File: src/rtl/core/ppr_pkg.sv
// Shared types and constants for the pair/pack record parser.
`default_nettype none

package ppr_pkg;

  localparam int WORD_W  = 64;
  localparam int PAIR_W  = 5;
  localparam int COUNT_W = 16;

  localparam int PACK_SIZE_DEF = 16;

  // Result queue depth: room for one two-result item plus two in flight.
  localparam int FIFO_DEPTH = 4;
  localparam int FIFO_AW    = $clog2(FIFO_DEPTH);

  localparam logic [7:0] CH_UNDERSCORE = 8'h5F;
  localparam logic [7:0] CH_AT         = 8'h40;
  localparam logic [7:0] CH_DOLLAR     = 8'h24;
  localparam logic [7:0] CH_NEWLINE    = 8'h0A;

  typedef enum logic [2:0] {
    PH_REC    = 3'd0,
    PH_AFTER  = 3'd1,
    PH_PAIRED = 3'd2,
    PH_TERM   = 3'd3,
    PH_NL     = 3'd4
  } phase_t;

  typedef enum logic [1:0] {
    K_PAIR = 2'd0,
    K_PACK = 2'd1,
    K_DONE = 2'd2,
    K_ERR  = 2'd3
  } kind_t;

  typedef enum logic [2:0] {
    E_NONE             = 3'd0,
    E_TRUNC_PAIR       = 3'd1,
    E_TRUNC_PAIRED     = 3'd2,
    E_TOO_MANY         = 3'd3,
    E_BAD_TERM         = 3'd4,
    E_INCOMPLETE       = 3'd5,
    E_INCOMPLETE_FINAL = 3'd6
  } err_t;

  typedef struct packed {
    kind_t               kind;
    logic [WORD_W-1:0]   add_value;
    logic [WORD_W-1:0]   mul_value;
    logic [PAIR_W-1:0]   pair_position;
    logic [COUNT_W-1:0]  pack_count;
    err_t                error_code;
    logic                last_of_run;
  } result_t;

endpackage

`default_nettype wire

File: src/rtl/core/ppr_parse.sv
// Parser state and per-beat result generation.
`default_nettype none

module ppr_parse
  import ppr_pkg::*;
#(
  parameter int PACK_SIZE = PACK_SIZE_DEF
) (
  input  wire logic       clk,
  input  wire logic       rst_n,
  input  wire logic       in_fire,
  input  wire logic       in_action,
  input  wire logic [7:0] in_data_byte,
  output logic [1:0]      push_cnt,
  output result_t         res0,
  output result_t         res1
);

  localparam logic [PAIR_W-1:0] PackFull = PAIR_W'(PACK_SIZE);

  phase_t              phase_r, phase_nxt;
  logic [3:0]          pos_r, pos_nxt;
  logic [WORD_W-1:0]   first_r, first_nxt;
  logic [WORD_W-1:0]   second_r, second_nxt;
  logic [PAIR_W-1:0]   pairs_r, pairs_nxt;
  logic [COUNT_W-1:0]  packs_r, packs_nxt;
  logic                err_r, err_nxt;

  // Byte-take path: the newline slot starts the record from cleared words.
  logic                src_clear;
  logic [3:0]          src_pos;
  logic [WORD_W-1:0]   src_first, src_second;
  logic [WORD_W-1:0]   lane_byte;
  logic [WORD_W-1:0]   tk_first, tk_second;
  logic                tk_done;
  logic [COUNT_W-1:0]  packs_bump;

  assign src_clear  = (phase_r == PH_NL);
  assign src_pos    = src_clear ? 4'd0 : pos_r;
  assign src_first  = src_clear ? '0 : first_r;
  assign src_second = src_clear ? '0 : second_r;
  assign lane_byte  = {{(WORD_W-8){1'b0}}, in_data_byte} << {src_pos[2:0], 3'b000};
  assign tk_first   = src_pos[3] ? src_first : (src_first | lane_byte);
  assign tk_second  = src_pos[3] ? (src_second | lane_byte) : src_second;
  assign tk_done    = (src_pos == 4'hF);
  assign packs_bump = (packs_r != {COUNT_W{1'b1}}) ? packs_r + COUNT_W'(1) : packs_r;

  always_comb begin
    logic   rec;
    logic   term;
    phase_t rec_next;
    phase_nxt  = phase_r;
    pos_nxt    = pos_r;
    first_nxt  = first_r;
    second_nxt = second_r;
    pairs_nxt  = pairs_r;
    packs_nxt  = packs_r;
    err_nxt    = err_r;
    push_cnt   = 2'd0;
    res0       = '0;
    res1       = '0;
    rec        = 1'b0;
    term       = 1'b0;
    rec_next   = PH_AFTER;
    if (in_fire) begin
      if (in_action) begin
        if (!err_r) begin
          if (phase_r == PH_PAIRED) begin
            push_cnt        = 2'd1;
            res0.kind       = K_ERR;
            res0.error_code = E_TRUNC_PAIRED;
          end else if (phase_r == PH_REC && pos_r != 4'd0) begin
            push_cnt        = 2'd1;
            res0.kind       = K_ERR;
            res0.error_code = E_TRUNC_PAIR;
          end else if (pairs_r != '0) begin
            push_cnt = 2'd1;
            if (pairs_r != PackFull) begin
              res0.kind       = K_ERR;
              res0.error_code = E_INCOMPLETE_FINAL;
            end else begin
              packs_nxt = packs_bump;
              res0.kind = K_PACK;
            end
          end
        end
        if (push_cnt == 2'd0) begin
          res0.kind = K_DONE;
          push_cnt  = 2'd1;
        end else begin
          res1.kind = K_DONE;
          push_cnt  = 2'd2;
        end
        // End of file clears everything but the pack total.
        phase_nxt  = PH_REC;
        pos_nxt    = 4'd0;
        first_nxt  = '0;
        second_nxt = '0;
        pairs_nxt  = '0;
        err_nxt    = 1'b0;
      end else if (!err_r) begin
        case (phase_r)
          PH_AFTER: begin
            if (in_data_byte == CH_UNDERSCORE) begin
              phase_nxt  = PH_PAIRED;
              pos_nxt    = 4'd0;
              first_nxt  = '0;
              second_nxt = '0;
            end else begin
              term = 1'b1;
            end
          end
          PH_TERM: term = 1'b1;
          PH_PAIRED: begin
            rec      = 1'b1;
            rec_next = PH_TERM;
          end
          default: begin
            if (phase_r == PH_NL && in_data_byte == CH_NEWLINE) begin
              phase_nxt  = PH_REC;
              pos_nxt    = 4'd0;
              first_nxt  = '0;
              second_nxt = '0;
            end else begin
              rec = 1'b1;
            end
          end
        endcase

        if (rec) begin
          pos_nxt    = src_pos + 4'd1;
          first_nxt  = tk_first;
          second_nxt = tk_second;
          if (tk_done) begin
            phase_nxt = rec_next;
            push_cnt  = 2'd1;
            if (pairs_r >= PackFull) begin
              err_nxt         = 1'b1;
              res0.kind       = K_ERR;
              res0.error_code = E_TOO_MANY;
            end else begin
              pairs_nxt          = pairs_r + PAIR_W'(1);
              res0.kind          = K_PAIR;
              res0.add_value     = tk_first;
              res0.mul_value     = tk_second;
              res0.pair_position = pairs_r + PAIR_W'(1);
            end
          end else begin
            phase_nxt = (phase_r == PH_PAIRED) ? PH_PAIRED : PH_REC;
          end
        end

        if (term) begin
          if (in_data_byte == CH_AT) begin
            push_cnt = 2'd1;
            if (pairs_r != PackFull) begin
              err_nxt         = 1'b1;
              res0.kind       = K_ERR;
              res0.error_code = E_INCOMPLETE;
            end else begin
              packs_nxt = packs_bump;
              pairs_nxt = '0;
              phase_nxt = PH_NL;
              res0.kind = K_PACK;
            end
          end else if (in_data_byte == CH_DOLLAR) begin
            phase_nxt = PH_NL;
          end else begin
            push_cnt        = 2'd1;
            err_nxt         = 1'b1;
            res0.kind       = K_ERR;
            res0.error_code = E_BAD_TERM;
          end
        end
      end
    end

    // Only error results from an end of file latch nothing; data-path errors did above.
    if (in_fire && in_action && push_cnt == 2'd2) begin
      res0.last_of_run = 1'b0;
      res1.last_of_run = 1'b1;
    end else begin
      res0.last_of_run = 1'b1;
    end
    res0.pack_count = packs_nxt;
    res1.pack_count = packs_nxt;
  end

  always_ff @(posedge clk) begin
    if (!rst_n) begin
      phase_r  <= PH_REC;
      pos_r    <= 4'd0;
      first_r  <= '0;
      second_r <= '0;
      pairs_r  <= '0;
      packs_r  <= '0;
      err_r    <= 1'b0;
    end else begin
      phase_r  <= phase_nxt;
      pos_r    <= pos_nxt;
      first_r  <= first_nxt;
      second_r <= second_nxt;
      pairs_r  <= pairs_nxt;
      packs_r  <= packs_nxt;
      err_r    <= err_nxt;
    end
  end

endmodule

`default_nettype wire

File: src/rtl/core/ppr_result_fifo.sv
// Small result queue: takes up to two results per cycle, delivers one per cycle unless stalled.
`default_nettype none

module ppr_result_fifo
  import ppr_pkg::*;
(
  input  wire logic    clk,
  input  wire logic    rst_n,
  input  wire logic [1:0] push_cnt,
  input  wire result_t din0,
  input  wire result_t din1,
  output logic         full2,
  output logic         out_valid,
  input  wire logic    out_stall,
  output result_t      dout
);

  localparam int CNT_W = FIFO_AW + 1;

  result_t              mem [FIFO_DEPTH];
  logic [FIFO_AW-1:0]   wr_r, wr_nxt, rd_r, rd_nxt, wr_inc;
  logic [CNT_W-1:0]     count_r, count_nxt;
  logic                 pop;

  assign out_valid = (count_r != '0);
  assign pop       = out_valid && !out_stall;
  assign dout      = mem[rd_r];
  // Hold the input side until two free slots are guaranteed.
  assign full2     = (count_r > CNT_W'(FIFO_DEPTH - 2));
  assign wr_inc    = wr_r + FIFO_AW'(1);

  always_comb begin
    wr_nxt    = wr_r + FIFO_AW'(push_cnt);
    rd_nxt    = pop ? rd_r + FIFO_AW'(1) : rd_r;
    count_nxt = count_r + CNT_W'(push_cnt) - CNT_W'(pop);
  end

  always_ff @(posedge clk) begin
    if (push_cnt != 2'd0) begin
      mem[wr_r] <= din0;
    end
    if (push_cnt == 2'd2) begin
      mem[wr_inc] <= din1;
    end
  end

  always_ff @(posedge clk) begin
    if (!rst_n) begin
      wr_r    <= '0;
      rd_r    <= '0;
      count_r <= '0;
    end else begin
      wr_r    <= wr_nxt;
      rd_r    <= rd_nxt;
      count_r <= count_nxt;
    end
  end

endmodule

`default_nettype wire

File: src/rtl/core/pair_pack_record_parser.sv
// Byte-stream parser for add/mul pair records grouped into packs.
//
// Input channel (in_valid/in_stall): one beat per file byte (in_action = 0)
// or an end-of-file marker (in_action = 1). A beat is taken when in_valid is
// high and in_stall is low. Output channel (out_valid/out_stall) carries the
// results: pairs, pack completions, file done and errors, with out_last_of_run
// set on the last result caused by one input beat.
// A result is presented in the cycle after the beat that caused it when no
// older result is still waiting in the queue. One input beat is taken per
// cycle while in_stall is low; a data byte yields at most one result, an
// end-of-file beat yields one or two, which the four-entry result queue
// absorbs. in_stall rises only when fewer than two queue slots are free.
// When the receiver stalls, the queue fills and then stalls the sender;
// nothing is dropped. Synchronous reset (rst_n low) clears the parser state,
// the pack total and the queue. An error is sticky: later data bytes give no
// result until the end-of-file beat, which clears all but the pack total.
`default_nettype none

module pair_pack_record_parser
  import ppr_pkg::*;
#(
  parameter int PACK_SIZE = PACK_SIZE_DEF
) (
  input  wire logic               clk,
  input  wire logic               rst_n,
  input  wire logic               in_valid,
  output logic                    in_stall,
  input  wire logic               in_action,
  input  wire logic [7:0]         in_data_byte,
  output logic                    out_valid,
  input  wire logic               out_stall,
  output logic [1:0]              out_kind,
  output logic [WORD_W-1:0]       out_add_value,
  output logic [WORD_W-1:0]       out_mul_value,
  output logic [PAIR_W-1:0]       out_pair_position,
  output logic [COUNT_W-1:0]      out_pack_count,
  output logic [2:0]              out_error_code,
  output logic                    out_last_of_run
);

  logic       in_fire;
  logic [1:0] push_cnt;
  result_t    res0, res1, head;

  assign in_fire = in_valid && !in_stall;

  ppr_parse #(
    .PACK_SIZE (PACK_SIZE)
  ) u_parse (
    .clk          (clk),
    .rst_n        (rst_n),
    .in_fire      (in_fire),
    .in_action    (in_action),
    .in_data_byte (in_data_byte),
    .push_cnt     (push_cnt),
    .res0         (res0),
    .res1         (res1)
  );

  ppr_result_fifo u_fifo (
    .clk       (clk),
    .rst_n     (rst_n),
    .push_cnt  (push_cnt),
    .din0      (res0),
    .din1      (res1),
    .full2     (in_stall),
    .out_valid (out_valid),
    .out_stall (out_stall),
    .dout      (head)
  );

  assign out_kind          = head.kind;
  assign out_add_value     = head.add_value;
  assign out_mul_value     = head.mul_value;
  assign out_pair_position = head.pair_position;
  assign out_pack_count    = head.pack_count;
  assign out_error_code    = head.error_code;
  assign out_last_of_run   = head.last_of_run;

endmodule

`default_nettype wire

File: config.mk
export PLATFORM = sky130hd
export DESIGN_NAME = pair_pack_record_parser
export DESIGN_NICKNAME = d
export VERILOG_FILES = /design/src/rtl/core/ppr_pkg.sv /design/src/rtl/core/ppr_parse.sv /design/src/rtl/core/ppr_result_fifo.sv /design/src/rtl/core/pair_pack_record_parser.sv
export SDC_FILE = /design/constraint.sdc
export NUM_CORES = 1
export LEC_CHECK = 0
export BUFFER_PORTS_ARGS = -buffer_cell sky130_fd_sc_hd__buf_2
export CAP_MARGIN = 25
export CORE_UTILIZATION = 40
export DETAILED_ROUTE_END_ITERATION = 10
export PLACE_DENSITY = 0.54
export SLEW_MARGIN = 20
export SYNTH_ARGS = -nofsm -noshare
export SYNTH_HDL_FRONTEND = slang
export SYNTH_SLANG_ARGS = --single-unit
File: constraint.sdc
create_clock -name clk -period 5.87 [get_ports clk]
set_clock_uncertainty 0.1 [all_clocks]
set_input_delay 0.2935 -clock clk [delete_from_list [all_inputs] [get_ports clk]]
set_output_delay 0.2935 -clock clk [all_outputs]
set_load 0.02 [all_outputs]
After elaboration in Yosys (flattened, before gate mapping) --
Memories as Yosys holds them, arrays and structs flattened. A register that Yosys moved wholly into a read port is not among the register bits. Index checks and enable logic that the tools add are counted.
Storage, ports and cells: input port bits 13, bits in latches 0, bits in read-only memories 0, register bits 164, word-level logic and storage cells 187, output and inout port bits 157, RAM bits 620, memories 1
Operators by class: div/mod/pow operators 0, equality and inequality tests 15, bitwise gates (word level) 2, reductions and logical operators 19, order comparisons 2, multipliers 0, shift-type cells 1, add/subtract/negate cells 8, multiplexer cells 129
Memory list:
- u_fifo.mem | words 4, bits a word 155, read ports 1, clocked after Yosys merged registers in 1, wr ports 2, line ppr_result_fifo.sv:20 | result_t mem [FIFO_DEPTH];
Operators with widths (count):
- $mux 64 | 12
- $mux 135 | 4
- $mux 133 | 2
- $mux 16 | 11
- $or 64x64->64 | 2
- $pmux 64 s2 | 1
- $mux 3 | 24
- $mux 2 | 32
- $shl 8x6->64 | 1
- $mux 5 | 8
- $mux 1 | 25
- $mux 4 | 6
- $add 16x1->16 const B | 1
- $eq 8x7->1 const B | 2
- $ne 16x16->1 const B | 1
- $eq 8x4->1 const B | 1
- $eq 8x6->1 const B | 1
- $pmux 4 s2 | 1
- $reduce_bool 4->1 | 2
- $eq 3x2->1 const B | 2
- $logic_and 1x1->1 | 6
- $pmux 3 s2 | 1
- $add 5x1->5 const B | 1
- $ge 5x5->1 const B | 1
- 24 further kinds | 28

Logic depth before layout (Yosys ltp) --
Gate-level depths: netlist of run 1.
depth after elaboration 17, gate-level depth with buffers 18, mapped depth without buffers 15

Cells and area by module --
A second synthesis of run 1 with hierarchy kept.
Second synthesis, totals: cells, all modules 2668, area total of the unflattened synthesis 39759.4 µm²
By module, submodules not included:
- ppr_result_fifo | area each 30923.4 µm², cells each 1551, seq. area each 18798.0 µm², instances 1
- ppr_parse | area each 8822.2 µm², cells each 1116, seq. area each 3143.0 µm², instances 1
- pair_pack_record_parser | area each 13.8 µm², cells each 1, seq. area each 0.0 µm², instances 1

Worst setup path before layout of run 1 --
Ideal clock, no wire load.
path type register -> register, start register u_parse.phase_r[1], end register u_fifo.count_r[2], path slack 1.879 ns, data arrival time 3.763 ns, period minus slack after synthesis 3.991 ns, setup time 0.128 ns, required time 5.642 ns, stages on the path, launching flop included 19, path buffers 3, path through dfxtp_1 -> buf_2 -> or3b_1 -> clkbuf_1 -> clkbuf_1 -> nand2_1 -> clkinv_1 -> ha_1 -> and3_1 -> and3_1 -> o21ai_1 -> a22o_1 -> ha_1 -> inv_1 -> ha_1 -> fa_1 -> xor2_1 -> xnor2_1 -> nor2_1
Between the ends: cells in the longest elaborated chain, start to end 16, elaborated cells on any way between the ends 36, those cells by class add/sub: 2; eq/ne: 5; mux: 24; reduce/logical: 5
RTL lines:
- from (decl) | line ppr_parse.sv:21 | phase_t phase_r, phase_nxt;
- from (signal assigned) | line ppr_parse.sv:199 | phase_r <= phase_nxt;
- $eq 3x3->1 | line ppr_parse.sv:38, ppr_parse.sv:119
- $logic_and 1x1->1 | line ppr_parse.sv:119 | if (phase_r == PH_NL && in_data_byte == CH_NEWLINE) begin
- $mux 1 | line ppr_parse.sv:119
- $pmux 1 s2 | line ppr_parse.sv:102 | case (phase_r)
- $mux 1 | line ppr_parse.sv:101 | end else if (!err_r) begin
- $mux 1 | line ppr_parse.sv:66 | if (in_action) begin
- $mux 1 | line ppr_parse.sv:65 | if (in_fire) begin
- $mux 2 | line ppr_parse.sv:130 | if (rec) begin
- $mux 2 | line ppr_parse.sv:166 | end else if (in_data_byte == CH_DOLLAR) begin
- $mux 2 | line ppr_parse.sv:154 | if (in_data_byte == CH_AT) begin
- $mux 2 | line ppr_parse.sv:153 | if (term) begin
- $mux 2 | line ppr_parse.sv:101
- $mux 2 (*) | line ppr_parse.sv:66
- $mux 2 (*) | line ppr_parse.sv:65
- $add 3x2->3 (*) | line ppr_result_fifo.sv:35 | count_nxt = count_r + CNT_W'(push_cnt) - CNT_W'(pop);
- $sub 3x1->3 (*) | line ppr_result_fifo.sv:35
- to (signal assigned) | line ppr_result_fifo.sv:55 | count_r <= count_nxt;
- to (decl) | line ppr_result_fifo.sv:22 | logic [CNT_W-1:0] count_r, count_nxt;
Mark *: on every way between the ends. The rest lies on a longest branch, timed or not. The select of a mux whose other input is x is not followed. A chain may end at the register's enable or synchronous reset.

Worst setup path after layout of run 1 --
Same ends and word-level chain as after synthesis.

==> results of run 1 <==
## worst max-delay path: cells and delay by family, from the launching register on
kind	cells	cell delay, ns
AND/OR/NAND/NOR	5	1.30
flip-flops	1	0.40
XOR/XNOR	2	0.32
adder cells (fa/ha/maj)	4	1.09
buffers and inverters	2	0.27
AO/OA/AOI/OAI	2	1.18
## per-stage QoR
step / power (uW) / utilization
global route: 13300 / 0.456
detailed placement: 7430 / 0.420
CTS: 12900 / 0.456
floorplan: 6900 / -
global placement: 7440 / 0.420
finish: 12800 / 0.456
## flip-flops by register name (all words and copies together) (netlist names), named ones only
name	flops
u_parse.pos_r	4
u_parse.packs_r	16
u_parse.pairs_r	5
u_parse.err_r	1
u_fifo.mem	620
u_parse.phase_r	3
u_fifo.count_r	3
u_fifo.rd_r	2
u_fifo.wr_r	2
u_parse.first_r	64
u_parse.second_r	64
## how the worst max path moves through the flow
stage / cells after the start / to / slack (ns) / from
2_1_floorplan: 18 / u_fifo.count_r[2]$_SDFF_PN0_ / 1.88 / u_parse.phase_r[1]$_SDFFE_PN0P_
3_3_place_gp: 15 / u_fifo.count_r[2]$_SDFF_PN0_ / 1.14 / u_parse.phase_r[1]$_SDFFE_PN0P_
3_5_place_dp: 15 / u_fifo.count_r[2]$_SDFF_PN0_ / 1.12 / u_parse.phase_r[1]$_SDFFE_PN0P_
4_1_cts: 15 / u_fifo.count_r[2]$_SDFF_PN0_ / 1.10 / u_parse.phase_r[1]$_SDFFE_PN0P_
5_1_grt: 15 / u_fifo.count_r[2]$_SDFF_PN0_ / 0.81 / u_parse.phase_r[1]$_SDFFE_PN0P_
6_report: 15 / u_fifo.count_r[2]$_SDFF_PN0_ / 1.07 / u_parse.phase_r[1]$_SDFFE_PN0P_
## metal layers
metal  wire, um  GRT usage  up-vias  share of wire
met5          0          0        -              0
met4       1850     0.0646        0          0.017
met3       5820     0.0319      134          0.054
met2      51900      0.417      755           0.48
met1      48200      0.344    13400           0.45
li1           -          -    12700              -
## layout by cell type, fill, tap and decap left out, types with 5 or more instances in the layout
cell | netlist | layout
nor2b_1 | 6 | 6
nor2_4 | 7 | 7
nand4_1 | 8 | 8
dlygate4sd3_1 | 0 | 8
mux4_2 | 155 | 155
clkinv_2 | 0 | 18
a21oi_1 | 561 | 558
clkbuf_1 | 171 | 20
and2_1 | 14 | 13
xnor2_1 | 6 | 6
o21a_1 | 10 | 10
buf_12 | 0 | 8
bufinv_16 | 0 | 5
nor2_1 | 247 | 247
mux2i_1 | 5 | 5
nand2b_1 | 8 | 8
clkbuf_16 | 0 | 90
ha_1 | 9 | 9
buf_2 | 50 | 170
and3_1 | 19 | 19
a22o_1 | 65 | 65
dfxtp_1 | 714 | 711
edfxtp_1 | 72 | 72
inv_1 | 16 | 16
clkbuf_8 | 0 | 19
o2bb2ai_1 | 60 | 60
o21ai_0 | 25 | 25
buf_4 | 48 | 38
a22oi_1 | 96 | 96
and4_1 | 5 | 5
nor3_1 | 10 | 8
nand2_1 | 1122 | 1122
a31oi_1 | 27 | 27
nand3_1 | 28 | 27
xor2_1 | 14 | 14
nor4_1 | 9 | 9
## power by group through the flow
stage,sequential (uW),clock [uW],combinational (uW)
after floorplan,5650,0,1250
final,5660,5530,1630
after detailed placement,5780,0,1650
after global routing,5680,5840,1730
after CTS,5660,5620,1650
after global placement,5780,0,1650
## cells by family (layout without fill, tap and decap cells)
kind of cell,after synthesis,after routing,synth area share
xor gates and xnor gates,20,20,0.00527
muxes,161,161,0.107
DFF,786,786,0.495
other,0,3,0
adders and majority gates,10,10,0.00399
buffers and inverters,330,401,0.0475
AOI/OAI and AO/OA,873,873,0.158
and+or+nand+nor,1505,1505,0.183
## final cells by class
type                       instances  share of cell area
tap                             1070              0.0357
sequential                       786               0.440
timing repair buffer             226              0.0371
inverter                          20             0.00207
clock buffer                     129              0.0691
clock inverter                    26             0.00762
multi-input combinational       2569               0.409
antenna                            3            0.000200
==> impl_metrics.csv, run 1 <==
group,metric,value,unit
outcome,run_status,"finished clean",
power_and_ir_drop,p_sw_frac,0.272,
worst_hold_path,hold_class,"in2reg",
worst_hold_path,holdPathStages,3,
synth,yosysSeqAreaShare,0.495,
clocking,clock_latency,0.65,ns
global_routing,grt_pass1_vias,26200,
synth,synth.avg_cell_area,9.01,um^2
power_and_ir_drop,switching_power,3490,uW
final_layout,final_nets,3712,
floorplan,row_count,105,
clocking,h-tree-depth,3,
critical_path,path_class,"reg2reg",
timing,rsz0062_at_grt,"no",
global_routing,grt_pass1_wl,165000,um
worst_hold_path,hold_start,"in_data_byte[5]",
critical_path,crit_fanout,36,
routing,routed_via_density,5.60,
flow_run,cap_violations,0,
synth,yosys-top-cells-count,"nand2_1, dfxtp_1, a21oi_1",
final_layout,seq_area,0.0165,mm^2
synth,async_reset_ff_frac,0,
routing,avgRoutedWirePerCell,22.3,um
timing,worst_slack,1.07,ns
global_routing,grt-ovfl-total,0,
timing,holdWs,0.284,ns
synth,synth_warnings,0,
synth,synth_area_leader_cell,"dfxtp_1",
critical_path,rr_endpoint,"u_fifo.count_r[2]$_SDFF_PN0_",
power_and_ir_drop,seqPwrFrac,0.442,
global_routing,grt_max_degree,137,
final_layout,instances_no_fill,4829,
floorplan,start_util,0.405,
power_and_ir_drop,power.clock.fraction,0.431,
synth,synth.distinct_cells,73,
power_and_ir_drop,ir_worst_vdd,0.000235,V
placement,gp_congestion,0.817,
routing,dr.pass1.iters,5,
floorplan,die_h,290,um
floorplan,core_area,0.0821,mm^2
floorplan,pin_count,170,
power_and_ir_drop,power.leakage,0.0129,uW
final_layout,multi_input_area,0.0153,mm^2
placement,port_buffers,169,
clocking,clockBufferDepth,3,
final_layout,design_area,0.0375,mm^2
synth,synthesis.area,0.0332,mm^2
critical_path,crit_top_cell,"ha_1",
clocking,cts_setup_buffers,0,
routing,totalWireLength,108000,um
synth,synth_ff_type,"dfxtp_1",
floorplan,die_area,0.0842,mm^2
placement,place_area,0.0345,mm^2
timing,tns,0,ns
critical_path,crit_slowest_cell,"o21ai_1",
clocking,clockRootBuffer,"clkbuf_16",
critical_path,cp.arrival,5.20,ns
clocking,cts.sinks,786,
timing,worstMarginPinSlew,1.10,ns
routing,drt_iter0_drc,2124,
timing,maxSlewViolCount,0,
critical_path,reg2reg_from,"u_parse.phase_r[1]$_SDFFE_PN0P_",
global_routing,grt_usage,0.251,
timing,finalSetupViolCount,0,
timing,fmax,0.208,GHz
routing,remaining_drc_errors,0,
timing,finalHoldViolCount,0,
synth,yosys-top-cells-area,"dfxtp_1, nand2_1, mux4_2",
critical_path,endpoint_kind,"flop",
timing,fin_crit,4.80,ns
placement,dpl.hpwl,59200,um
clocking,clk_pin_slew,0.06,ns
critical_path,r2r_slack,1.07,ns
placement,dpl_worst_slack,1.12,ns
synth,synth_nets,3708,
clocking,cts_tree,"built",
timing,final.period_utilization,0.818,
placement,placed_cells,4660,
critical_path,crit_path_cell_trace,"or3b_4 > nand2_1 > clkinv_1 > ha_1 > and3_1 > and3_1 > o21ai_1 > a22o_1 > ha_1 > inv_1 > ha_1 > fa_1 > xor2_1 > xnor2_1 > nor2_1",
final_layout,syn_to_final_growth,12.7,%
power_and_ir_drop,p_comb_frac,0.127,
worst_hold_path,hold_path_end,"u_parse.first_r[5]$_SDFFE_PN0P_",
global_routing,antenna_found_initial,1,
clocking,cts_resized,0,
power_and_ir_drop,power.density,342,mW/mm^2
routing,dr_total_vias,27000,
final_layout,num-fill-cells,8003,
timing,relSlewSlack,0.269,
synth,synth-seq-cells,786,
critical_path,critical_path_required,6.27,ns
synth,synth_top_area_frac,0.430,
clocking,cts_hold_buf,8,
floorplan,die_w,290,um
routing,ant_nets,0,
clocking,cts_buffers,86,
power_and_ir_drop,power.internal,9330,uW
critical_path,ff2ff_path_depth,15,
synth,yosysMostFrequentCell,"nand2_1",
critical_path,crit_path_start_kind,"flop",
synth,netlist_instances,3685,
critical_path,cp_slowest_stage_delay,0.75,ns
final_layout,drive_above_1_share,0.146,
synth,synth_edf_count,72,
(Power assumes the default switching activity.)
==> inputs of run 2 (changes only) <==
==> constraint.sdc (replaced) <==
create_clock -name clk -period 4.55 [get_ports clk]
set_clock_uncertainty 0.1 [all_clocks]
set_input_delay 0.2275 -clock clk [delete_from_list [all_inputs] [get_ports clk]]
set_output_delay 0.2275 -clock clk [all_outputs]
set_load 0.02 [all_outputs]
==> impl_metrics.csv, run 2 (synthesis gave the netlist of run 1 again) <==
group,metric,value,unit
timing,maxSlewViolCount,0,
clocking,cts_resized,0,
final_layout,final_cell_mix,"nand2_1, dfxtp_1, a21oi_1, nor2_1, buf_2",
clocking,clockRootBuffer,"clkbuf_16",
flow_run,cap_violations,0,
global_routing,grt_pass1_wl,165000,um
power_and_ir_drop,power.density,440,mW/mm^2
timing,relSlewSlack,0.292,
floorplan,core_area,0.0821,mm^2
critical_path,critical_path_required,4.92,ns
timing,worstMarginPinSlew,1.06,ns
timing,finalSetupViolCount,0,
clocking,cts.sinks,786,
clocking,clockBufferDepth,3,
outcome,run_status,"finished clean",
clocking,clk_pin_slew,0.07,ns
clocking,clock_latency,0.64,ns
final_layout,drive_above_1_share,0.147,
timing,finalHoldViolCount,0,
placement,gp_congestion,0.840,
power_and_ir_drop,ir_worst_vdd,0.000348,V
final_layout,final_common_cell,"nand2_1",
critical_path,cp_slowest_stage_delay,0.52,ns
final_layout,largest_reg_flops,620,
critical_path,cp.arrival,4.53,ns
routing,remaining_drc_errors,0,
critical_path,crit_fanout,16,
global_routing,grt_max_degree,137,
timing,holdWs,0.0547,ns
global_routing,grt-ovfl-total,0,
final_layout,largestRegisters,"u_fifo.mem (620), u_parse.first_r (64), u_parse.second_r (64)",
global_routing,grt_usage,0.251,
routing,dr_total_vias,27100,
routing,avgRoutedWirePerCell,22.3,um
placement,port_buffers,169,
timing,fin_crit,4.15,ns
timing,tns,0,ns
global_routing,antenna_found_initial,5,
floorplan,die_area,0.0842,mm^2
floorplan,die_h,290,um
critical_path,crit_path_cell_trace,"or3b_4 > nand2_1 > clkinv_1 > ha_1 > and3_1 > and3_1 > o21ai_1 > buf_4 > a22o_1 > ha_1 > inv_1 > ha_1 > fa_1 > xor2_1 > xnor2_1 > nor2_1",
worst_hold_path,hold_class,"in2reg",
floorplan,pin_count,170,
routing,totalWireLength,108000,um
critical_path,crit_slowest_cell,"or3b_4",
clocking,cts_setup_buffers,0,
floorplan,die_w,290,um
clocking,cts_buffers,87,
placement,dpl.hpwl,58300,um
clocking,h-tree-depth,3,
critical_path,endpoint_kind,"flop",
global_routing,grt_pass1_vias,26400,
floorplan,row_count,105,
critical_path,path_class,"reg2reg",
final_layout,regMostFlops,"u_fifo.mem",
clocking,cts_tree,"built",
power_and_ir_drop,power.leakage,0.0130,uW
final_layout,num-fill-cells,7891,
routing,drt_iter0_drc,2299,
routing,dr.pass1.iters,5,
critical_path,crit_path_start_kind,"flop",
routing,routed_via_density,5.61,
final_layout,final_nets,3725,
critical_path,crit_top_cell,"ha_1",
timing,final.period_utilization,0.913,
floorplan,start_util,0.405,
timing,fmax,0.241,GHz
power_and_ir_drop,total_power,16500,uW
final_layout,syn_to_final_growth,13.3,%
timing,rsz0062_at_grt,"no",
routing,ant_nets,0,
## run 2: metrics by stage
| stage | utilization | setup WS [ns] | std cells | cell area [um^2] |
|---|---|---|---|---|
| finish | 0.458 | 0.396 | 4834 | 37600 |
| global route | 0.458 | 0.159 | 4832 | 37600 |
| CTS | 0.458 | 0.415 | 4827 | 37600 |
| detailed placement | 0.422 | 0.460 | 4671 | 34600 |
| global placement | 0.422 | 0.496 | 4670 | 34600 |
| floorplan | - | 0.559 | 3685 | 33200 |
## run 2: what timing repair did
item	in CTS	in global routing
endpoints found under the hold margin	19	0
endpoints found under the setup margin	0	0
hold buffers	7	0
## run 2: final cells by class
class / count / area [um^2] / area share
tap: 1070 / 1340 / 0.0356
clock inverter: 18 / 239 / 0.00635
clock buffer: 131 / 2620 / 0.0696
inverter: 20 / 77.6 / 0.00206
antenna: 2 / 5.00 / 0.000133
multi-input combinational: 2569 / 15300 / 0.407
timing repair buffer: 238 / 1590 / 0.0422
sequential: 786 / 16500 / 0.438
## run 2: path summary, 6_finish.rpt
kind	startpoint	to	cells past startpoint	slack (ns)
max	u_parse.phase_r[1]$_SDFFE_PN0P_	u_fifo.count_r[2]$_SDFF_PN0_	16	0.40
min reg2reg	u_fifo.mem[3][79]$_SDFFE_PP0P_	u_fifo.mem[3][79]$_SDFFE_PP0P_	2	0.35
max reg2reg	u_parse.phase_r[1]$_SDFFE_PN0P_	u_fifo.count_r[2]$_SDFF_PN0_	16	0.40
min	in_data_byte[2]	u_parse.first_r[18]$_SDFFE_PN0P_	2	0.05
## run 2: worst max-delay path, delay by kind of cell, from the launching register on
family	cells	cell delay [ns]
simple gates	5	1.15
buf+inv	3	0.46
flops	1	0.40
xor+xnor	2	0.33
fa+ha+maj	4	1.06
compound gates	2	0.46
## run 2: metal layers
layer | track usage | part of all wire
met4 | 0.0562 | 0.017
met3 | 0.0350 | 0.055
met2 | 0.423 | 0.48
met1 | 0.340 | 0.44
met5 | 0 | 0.000093
## run 2: where the power goes
| part | switching [uW] | internal [uW] | leakage (uW) |
|---|---|---|---|
| Sequential | 178 | 7110 | 0.00644 |
| Combinational | 1420 | 740 | 0.00510 |
| Clock | 2870 | 4230 | 0.00140 |
